File: config.mk
export PLATFORM = sky130hd
export DESIGN_NAME = button_debounce_repeat_combo
export DESIGN_NICKNAME = d
export VERILOG_FILES = /design/src/design/bdrc_pkg.sv /design/src/design/bdrc_btn.sv /design/src/design/bdrc_combo.sv /design/src/design/button_debounce_repeat_combo.sv
export SDC_FILE = /design/constraint.sdc
export NUM_CORES = 2
export LEC_CHECK = 0
export BUFFER_PORTS_ARGS = -buffer_cell sky130_fd_sc_hd__buf_2
export CAP_MARGIN = 20
export CORE_MARGIN = 2
export CORE_UTILIZATION = 60
export DETAILED_ROUTE_END_ITERATION = 7
export PLACE_DENSITY = 0.86
export SYNTH_ARGS = -nofsm -noshare
export SYNTH_HDL_FRONTEND = slang
export SYNTH_SLANG_ARGS = --single-unit
File: constraint.sdc
create_clock -name clock -period 16.34 [get_ports clock]
set_input_delay 3.268 -clock clock [delete_from_list [all_inputs] [get_ports clock]]
set_output_delay 3.268 -clock clock [all_outputs]
set_load 0.01 [all_outputs]
File: src/design/bdrc_pkg.sv
// Shared types and constants of the button debounce, repeat and combo block.
`timescale 1ns / 1ps
package bdrc_pkg;

   // Default width of the internal millisecond time base.
   localparam int TimeBitsDefault = 32;

   // Number of buttons and their positions in the level vector.
   localparam int NumButtons = 5;
   localparam int BtnPlay = 0;
   localparam int BtnNext = 1;
   localparam int BtnPrev = 2;
   localparam int BtnVolDown = 3;
   localparam int BtnVolUp = 4;

   // Configuration register indexes and widths.
   localparam int CsrAddrBits = 3;
   localparam int CsrDataBits = 16;
   localparam logic [CsrAddrBits-1:0] CsrActiveHighMask = 3'd0;
   localparam logic [CsrAddrBits-1:0] CsrDebounceMs = 3'd1;
   localparam logic [CsrAddrBits-1:0] CsrHoldMs = 3'd2;
   localparam logic [CsrAddrBits-1:0] CsrRepeatMs = 3'd3;
   localparam logic [CsrAddrBits-1:0] CsrComboHoldMs = 3'd4;

   // Configuration reset values.
   localparam logic [NumButtons-1:0] ActiveHighMaskReset = 5'd7;
   localparam logic [CsrDataBits-1:0] DebounceMsReset = 16'd50;
   localparam logic [CsrDataBits-1:0] HoldMsReset = 16'd500;
   localparam logic [CsrDataBits-1:0] RepeatMsReset = 16'd150;
   localparam logic [CsrDataBits-1:0] ComboHoldMsReset = 16'd1000;

   // Request operation codes.
   typedef enum logic {
      OP_POLL  = 1'b0,
      OP_PRIME = 1'b1
   } op_type;

   // Reported event codes.
   typedef enum logic [2:0] {
      EV_NONE        = 3'd0,
      EV_PREV        = 3'd1,
      EV_PLAY_PAUSE  = 3'd2,
      EV_NEXT        = 3'd3,
      EV_VOL_UP      = 3'd4,
      EV_VOL_DOWN    = 3'd5,
      EV_MODE_TOGGLE = 3'd6
   } event_type;

   // Per-button control from the top level.
   typedef struct packed {
      logic prime;
      logic update;
      logic repeat_fire;
   } btn_ctrl_type;

   // Per-button status back to the top level.
   typedef struct packed {
      logic press_edge;
      logic held_next;
      logic repeat_due;
   } btn_status_type;

endpackage

File: src/design/bdrc_btn.sv
// Debounce, press tracking and auto-repeat timing of a single button.
`timescale 1ns / 1ps
module bdrc_btn
   import bdrc_pkg::*;
#(
   parameter int TIME_BITS = TimeBitsDefault
) (
   input  logic                   clock,
   input  logic                   reset,
   input  logic                   pressed,
   input  logic [TIME_BITS-1:0]   now,
   input  logic [CsrDataBits-1:0] settle_limit,
   input  logic [CsrDataBits-1:0] hold_ms,
   input  logic [CsrDataBits-1:0] repeat_gap,
   input  btn_ctrl_type           ctrl,
   output btn_status_type         status
);

   logic                 last_ff, last_in;
   logic                 stable_ff, stable_in;
   logic                 held_ff, held_in;
   logic [TIME_BITS-1:0] press_ff, press_in;
   logic [TIME_BITS-1:0] change_ff, change_in;
   logic [TIME_BITS-1:0] rep_ff, rep_in;

   logic                 level_changed;
   logic                 settle;
   logic                 rise;
   logic                 fall;
   logic [TIME_BITS-1:0] since_change;
   logic [TIME_BITS-1:0] since_press;
   logic [TIME_BITS-1:0] since_repeat;

   // A changed reading restarts the settle time, so it never settles in the same poll.
   always_comb begin
      level_changed = pressed != last_ff;
      since_change  = now - change_ff;
      since_press   = now - press_ff;
      since_repeat  = now - rep_ff;
      settle = !level_changed && (since_change > TIME_BITS'(settle_limit))
               && (pressed != stable_ff);
      rise = settle && pressed;
      fall = settle && !pressed;
   end

   // Status: the edge, the held flag after this poll, and whether a repeat is due.
   always_comb begin
      status.press_edge = rise;
      status.held_next  = rise ? 1'b1 : (fall ? 1'b0 : held_ff);
      status.repeat_due = held_ff && !fall && !rise
                          && (since_press >= TIME_BITS'(hold_ms))
                          && (since_repeat >= TIME_BITS'(repeat_gap));
   end

   // Next state for prime, poll update and repeat events.
   always_comb begin
      last_in   = last_ff;
      stable_in = stable_ff;
      held_in   = held_ff;
      press_in  = press_ff;
      change_in = change_ff;
      rep_in    = rep_ff;
      if (ctrl.prime) begin
         last_in   = pressed;
         stable_in = pressed;
         held_in   = 1'b0;
         press_in  = '0;
         change_in = now;
         rep_in    = now;
      end else if (ctrl.update) begin
         last_in = pressed;
         if (level_changed) begin
            change_in = now;
         end
         if (settle) begin
            stable_in = pressed;
            held_in   = pressed;
            press_in  = pressed ? now : '0;
         end
         if (rise || ctrl.repeat_fire) begin
            rep_in = now;
         end
      end
   end

   always_ff @(posedge clock) begin
      if (reset) begin
         last_ff   <= 1'b0;
         stable_ff <= 1'b0;
         held_ff   <= 1'b0;
         press_ff  <= '0;
         change_ff <= '0;
         rep_ff    <= '0;
      end else begin
         last_ff   <= last_in;
         stable_ff <= stable_in;
         held_ff   <= held_in;
         press_ff  <= press_in;
         change_ff <= change_in;
         rep_ff    <= rep_in;
      end
   end

endmodule

File: src/design/bdrc_combo.sv
// Two-volume-button hold detector that fires the mode toggle once per hold.
`timescale 1ns / 1ps
module bdrc_combo
   import bdrc_pkg::*;
#(
   parameter int TIME_BITS = TimeBitsDefault
) (
   input  logic                   clock,
   input  logic                   reset,
   input  logic                   update,
   input  logic                   both_held,
   input  logic [TIME_BITS-1:0]   now,
   input  logic [CsrDataBits-1:0] combo_hold_ms,
   output logic                   fire
);

   logic                 active_ff, active_in;
   logic                 done_ff, done_in;
   logic [TIME_BITS-1:0] start_ff, start_in;
   logic [TIME_BITS-1:0] since_start;

   // The toggle fires on the first poll at which the hold time has been reached.
   always_comb begin
      since_start = now - start_ff;
      fire = update && both_held && active_ff && !done_ff
             && (since_start >= TIME_BITS'(combo_hold_ms));
   end

   // Arm on the first poll with both held; clear whenever either is released.
   always_comb begin
      active_in = active_ff;
      done_in   = done_ff;
      start_in  = start_ff;
      if (update) begin
         if (both_held) begin
            if (!active_ff) begin
               active_in = 1'b1;
               start_in  = now;
               done_in   = 1'b0;
            end else if (fire) begin
               done_in = 1'b1;
            end
         end else begin
            active_in = 1'b0;
            done_in   = 1'b0;
            start_in  = '0;
         end
      end
   end

   always_ff @(posedge clock) begin
      if (reset) begin
         active_ff <= 1'b0;
         done_ff   <= 1'b0;
         start_ff  <= '0;
      end else begin
         active_ff <= active_in;
         done_ff   <= done_in;
         start_ff  <= start_in;
      end
   end

endmodule

File: src/design/button_debounce_repeat_combo.sv
// Top level of the five-button debouncer with volume auto-repeat and mode combo.
//
//   Channel  Ports          Direction  Content (lowest bit first)
//   request  req_t*         in         tuser: op; tdata: raw_levels[4:0], now_ms[36:5], pad
//   response rsp_t*         out        event_res[2:0], zero pad
//   config   csr_*          in         csr_addr register index, csr_wdata value
//
// Each request is registered, processed combinationally by the button and combo logic,
// and its event lands in the response register; one request per cycle is sustained
// while rsp_tready is high; the response register loads from the request register.
// The request register advances while the response register is empty or being taken,
// so a stalled response holds one request in flight and one waiting.
// Synchronous reset clears all button and combo state and loads the default settings.
`timescale 1ns / 1ps
module button_debounce_repeat_combo
   import bdrc_pkg::*;
#(
   parameter int TIME_BITS = TimeBitsDefault
) (
   input  logic                   clock,
   input  logic                   reset,
   // Request stream.
   input  logic                   req_tvalid,
   output logic                   req_tready,
   input  logic                   req_tuser,   // op
   input  logic [39:0]            req_tdata,   // raw_levels[4:0], now_ms[31:0], pad
   // Response stream.
   output logic                   rsp_tvalid,
   input  logic                   rsp_tready,
   output logic [7:0]             rsp_tdata,   // event_res[2:0], pad
   // Configuration writes.
   input  logic                   csr_we,
   input  logic [CsrAddrBits-1:0] csr_addr,
   input  logic [CsrDataBits-1:0] csr_wdata
);

   // Configuration registers.
   logic [NumButtons-1:0]  active_high_ff;
   logic [CsrDataBits-1:0] debounce_ff;
   logic [CsrDataBits-1:0] hold_ff;
   logic [CsrDataBits-1:0] repeat_ff;
   logic [CsrDataBits-1:0] combo_hold_ff;

   // Request register.
   logic                  req_valid_ff, req_valid_in;
   op_type                req_op_ff;
   logic [NumButtons-1:0] req_raw_ff;
   logic [31:0]           req_now_ff;

   // Response register.
   logic      rsp_valid_ff, rsp_valid_in;
   event_type rsp_event_ff, rsp_event_in;

   logic                  rsp_free;
   logic                  go;
   logic                  poll_go;
   logic                  prime_go;
   logic [TIME_BITS-1:0]  now_t;
   logic [NumButtons-1:0] pressed;
   logic                  touch_clear;
   logic                  vol_update;
   logic                  both_held;
   logic                  combo_fire;
   logic                  vol_open;

   btn_ctrl_type   ctrl   [NumButtons];
   btn_status_type status [NumButtons];

   // Configuration write port.
   always_ff @(posedge clock) begin
      if (reset) begin
         active_high_ff <= ActiveHighMaskReset;
         debounce_ff    <= DebounceMsReset;
         hold_ff        <= HoldMsReset;
         repeat_ff      <= RepeatMsReset;
         combo_hold_ff  <= ComboHoldMsReset;
      end else if (csr_we) begin
         case (csr_addr)
            CsrActiveHighMask: active_high_ff <= csr_wdata[NumButtons-1:0];
            CsrDebounceMs:     debounce_ff    <= csr_wdata;
            CsrHoldMs:         hold_ff        <= csr_wdata;
            CsrRepeatMs:       repeat_ff      <= csr_wdata;
            CsrComboHoldMs:    combo_hold_ff  <= csr_wdata;
            default: begin
            end
         endcase
      end
   end

   // Handshake: the request register moves on whenever the response register can load.
   always_comb begin
      rsp_free     = !rsp_valid_ff || rsp_tready;
      req_tready   = !req_valid_ff || rsp_free;
      go           = req_valid_ff && rsp_free;
      poll_go      = go && (req_op_ff == OP_POLL);
      prime_go     = go && (req_op_ff == OP_PRIME);
      req_valid_in = req_tready ? req_tvalid : req_valid_ff;
      rsp_valid_in = rsp_free ? go : rsp_valid_ff;
   end

   always_ff @(posedge clock) begin
      if (reset) begin
         req_valid_ff <= 1'b0;
         rsp_valid_ff <= 1'b0;
      end else begin
         req_valid_ff <= req_valid_in;
         rsp_valid_ff <= rsp_valid_in;
      end
   end

   always_ff @(posedge clock) begin
      if (req_tready && req_tvalid) begin
         req_op_ff  <= op_type'(req_tuser);
         req_raw_ff <= req_tdata[4:0];
         req_now_ff <= req_tdata[36:5];
      end
      if (go) begin
         rsp_event_ff <= rsp_event_in;
      end
   end

   // Time base and polarity correction.
   always_comb begin
      now_t   = TIME_BITS'(req_now_ff);
      pressed = ~(req_raw_ff ^ active_high_ff);
   end

   // Touch buttons update in priority order; a press edge blocks the later ones.
   always_comb begin
      touch_clear = !status[BtnPrev].press_edge && !status[BtnPlay].press_edge
                    && !status[BtnNext].press_edge;
      vol_update  = poll_go && touch_clear;
      both_held   = status[BtnVolUp].held_next && status[BtnVolDown].held_next;
      vol_open    = vol_update && !both_held && !status[BtnVolUp].press_edge
                    && !status[BtnVolDown].press_edge;
      for (int b = 0; b < NumButtons; b++) begin
         ctrl[b].prime       = prime_go;
         ctrl[b].repeat_fire = 1'b0;
      end
      ctrl[BtnPrev].update     = poll_go;
      ctrl[BtnPlay].update     = poll_go && !status[BtnPrev].press_edge;
      ctrl[BtnNext].update     = poll_go && !status[BtnPrev].press_edge
                                 && !status[BtnPlay].press_edge;
      ctrl[BtnVolDown].update  = vol_update;
      ctrl[BtnVolUp].update    = vol_update;
      // Volume up repeats take precedence over volume down repeats.
      ctrl[BtnVolUp].repeat_fire   = vol_open && status[BtnVolUp].repeat_due;
      ctrl[BtnVolDown].repeat_fire = vol_open && !status[BtnVolUp].repeat_due
                                     && status[BtnVolDown].repeat_due;
   end

   // Event selection in priority order.
   always_comb begin
      rsp_event_in = EV_NONE;
      if (poll_go) begin
         if (status[BtnPrev].press_edge) begin
            rsp_event_in = EV_PREV;
         end else if (status[BtnPlay].press_edge) begin
            rsp_event_in = EV_PLAY_PAUSE;
         end else if (status[BtnNext].press_edge) begin
            rsp_event_in = EV_NEXT;
         end else if (both_held) begin
            rsp_event_in = combo_fire ? EV_MODE_TOGGLE : EV_NONE;
         end else if (status[BtnVolUp].press_edge) begin
            rsp_event_in = EV_VOL_UP;
         end else if (status[BtnVolDown].press_edge) begin
            rsp_event_in = EV_VOL_DOWN;
         end else if (ctrl[BtnVolUp].repeat_fire) begin
            rsp_event_in = EV_VOL_UP;
         end else if (ctrl[BtnVolDown].repeat_fire) begin
            rsp_event_in = EV_VOL_DOWN;
         end
      end
   end

   // One debouncer per button.
   for (genvar g = 0; g < NumButtons; g++) begin : g_btn
      bdrc_btn #(
         .TIME_BITS(TIME_BITS)
      ) u_btn (
         .clock       (clock),
         .reset       (reset),
         .pressed     (pressed[g]),
         .now         (now_t),
         .settle_limit(debounce_ff),
         .hold_ms     (hold_ff),
         .repeat_gap  (repeat_ff),
         .ctrl        (ctrl[g]),
         .status      (status[g])
      );
   end

   // Both-volume hold detector.
   bdrc_combo #(
      .TIME_BITS(TIME_BITS)
   ) u_combo (
      .clock        (clock),
      .reset        (reset),
      .update       (vol_update),
      .both_held    (both_held),
      .now          (now_t),
      .combo_hold_ms(combo_hold_ff),
      .fire         (combo_fire)
   );

   // Response outputs.
   always_comb begin
      rsp_tvalid = rsp_valid_ff;
      rsp_tdata  = {5'd0, rsp_event_ff};
   end

endmodule
==> flow_summary.toml <==
[synth]
synth_largest_area_cell = "dfxtp_1"
synthTopCellsByArea = "dfxtp_1 (20%), ha_1 (15%), a21oi_1 (5.7%)"
synth_cells = 5111
synth_top_area_share_pct = 20.4
ys_ff_latch = 446
yosys_warnings = 0
synth_flop_cell = "dfxtp_1"
synthMuxAreaShare_pct = 5.68
synth_compound_area_share_pct = 24.0
synth_fa_ha_area_share_pct = 15.3
yosysMostFrequentCell = "inv_1"
avgSynthCellArea_um2 = 7.77
synthSimpleGateAreaFrac_pct = 19.6
synth_xor_area_share_pct = 4.72
synth_edf_count = 41
synthTopCellsByCount = "inv_1 (480), ha_1 (470), a21oi_1 (449)"
synth.yosys.seq_area_share_pct = 23.5
netlist-cell-type-count = 96
synth_area_mm2 = 0.0397
async_flop_share_pct = 0
synth_top_family_by_area = "compound AO/OA/AOI/OAI gates"

[power_and_ir_drop]
peakVddDrop_uv = 87.3
power_leakage_nw = 17.3
total_power_mw = 3.47
power.density_mw_per_mm2 = 82.0

[placed_design]
gp_congestion = 0.981
post-place-cells = 5860
pre_cts_ws_ps = 8810
hpwl_um = 79300
io_buffers = 66

[clocking]
holdBufCountCts = 0
cts_tree = "yes"
cts-buffers-inserted = 52
ctsHtreeMaxLevel = 2
clock_latency_ps = 640
cts_setup_buffers = 0
clock_path_buffers = 3
path_clk_slew_ps = 60
cts-root-buf = "clkbuf_16"
cts_sinks = 446
ctsResizeCount = 0

[timing]
period_needed_ps = 7760
min_period_over_period_pct = 47.5
setup_viol = 0
skew_ps = 31.7
finalHoldViolations = 0
fmax_mhz = 129
worstMarginPinSlew_ps = 1000
max_slew_margin_pct = 31.6
fin_tns_setup_ps = 0
drv_slew = 0
rsz0062_at_grt = "false"
setup_slack_ps = 8580

[setup_path]
r2r_slack_ps = 8580
start_kind = "register"
r2r_start = "now_t[0]"
critPathCaptureType = "register"
slowest_stage = "edfxtp_1"
worstReg2RegEnd = "g_btn[1].u_btn.change_ff[17]"
cp.required_ps = 16810
cp.arrival_ps = 8230
worstRegToRegCells = 28
path_max_fanout = 32
crit_type = "reg -> reg"
cpPeakStageDelay_ps = 650

[drt]
dr.pass1.iters = 8
wl_per_cell_um = 19.0
viasPerCell = 6.32
drc = 0
ant_nets = 0
via_count = 37700
wirelength_um = 113000
drtIter0Drc = 3349

[cells_and_area]
fin_util_pct = 64.5
layout.cells.non_filler = 5962
syn2layout_area_growth_pct = 6.69
layout-drive-gt1-share_pct = 5.24
final_nets = 5596

[hold_path]
holdPathEnd = "g_btn[2].u_btn.change_ff[18]"
hp-class = "reg -> reg"
hold_path_depth = 2
hp-start = "g_btn[2].u_btn.change_ff[18]"

[global_routing]
gr-total-overflow = 0
grt_use_total_pct = 32.4
antenna_found_initial = 5
grt_max_degree = 201
grt_pass1_vias = 34600
grt_pass1_wl_um = 180000

[run]
drv_cap = 0

[die]
dieArea_mm2 = 0.0682
ios = 75
start_util_pct = 60.5
rows = 94
die_w_um = 261
die_h_um = 261
core_area_mm2 = 0.0656

[outcome]
outcome = "completed"
## worst max-delay path: cells and delay by family (launching register included)
kind | cells | cell delay [ps]
AOI/OAI and AO/OA | 14 | 2930
xor gates and xnor gates | 1 | 130
adders and majority gates | 2 | 550
buffers and inverters | 2 | 1060
DFF | 1 | 650
muxes | 1 | 260
and+or+nand+nor | 8 | 1920
## registers in the layout, indices dropped and copies added, names as in the netlist, 16 cells and up
name	flops
hold_ff	16
g_btn.u_btn.press_ff	64
repeat_ff	16
now_t	32
u_combo.start_ff	32
combo_hold_ff	16
debounce_ff	16
g_btn.u_btn.change_ff	160
g_btn.u_btn.rep_ff	64
## layout make-up
class	count	area, µm²
diodes	3	7.51
clock buffers	71	1490
clock inverters	27	278
fillers	5573	23300
inverters	480	1800
multi-input cells	3955	27600
flip-flops and latches	446	9340
well taps	864	1080
repair buffers	116	728
## kinds of logic (layout without fill, tap and decap cells)
| logic type | count (synthesis) | count (layout) |
|---|---|---|
| XOR/XNOR | 214 | 214 |
| flip-flops | 446 | 446 |
| AND/OR/NAND/NOR | 1586 | 1586 |
| buffers and inverters | 714 | 694 |
| multiplexers | 225 | 225 |
| other | 1 | 8 |
| AO/OA/AOI/OAI | 1445 | 1445 |
| adder cells (fa/ha/maj) | 480 | 480 |
## placed cells by master (no fill, tap or decap), drive strengths merged, types with 20 or more instances in the layout
cell type,count
a2111oi,23
a211o,26
a211oi,45
a21o,165
a21oi,450
a22o,34
a31oi,49
and2,21
and3,98
and4,20
buf,116
clkbuf,71
dfxtp,405
edfxtp,41
ha,470
inv,484
mux2i,223
nand2,411
nand2b,161
nand3,93
nand3b,23
nand4,102
nor2,437
nor2b,50
nor3,68
nor4,31
o211ai,57
o21a,117
o21ai,237
o21bai,39
xnor2,139
xor2,75
## stage by stage
| stage | hold WS (ps) | area, µm² |
|---|---|---|
| after detailed placement | 446 | 40600 |
| after floorplan | 433 | 39700 |
| after CTS | 455 | 42300 |
| after global routing | 471 | 42300 |
| after global placement | 440 | 40600 |
| final | 453 | 42300 |
## power breakdown
group          switching [mW]  total (mW)  internal [mW]
logic                   0.664        1.10          0.433
registers              0.0214        1.17           1.14
clock network           0.520        1.21          0.692
## per-layer routing
| metal | vias up | GRT usage (%) | share of wire (%) |
|---|---|---|---|
| met5 | - | 0 | 0.0097 |
| met4 | 2 | 19.5 | 6.6 |
| met3 | 368 | 5.51 | 8.7 |
| met2 | 1551 | 51.7 | 43 |
| met1 | 17600 | 40.9 | 41 |
| li1 | 18100 | - | - |
## how the worst max path moves through the flow
stage	from	end	slack (ps)
final	now_t[0]	g_btn[1].u_btn.change_ff[17]	8580
after global placement	now_t[0]	u_combo.start_ff[0]	8960
after detailed placement	now_t[0]	g_btn[1].u_btn.change_ff[11]	8810
after floorplan	rsp_tready	req_tready	9510
after CTS	now_t[0]	g_btn[3].u_btn.change_ff[29]	8740
after global routing	now_t[0]	g_btn[1].u_btn.change_ff[23]	8140
No activity file was read; power rests on OpenSTA's default activity.
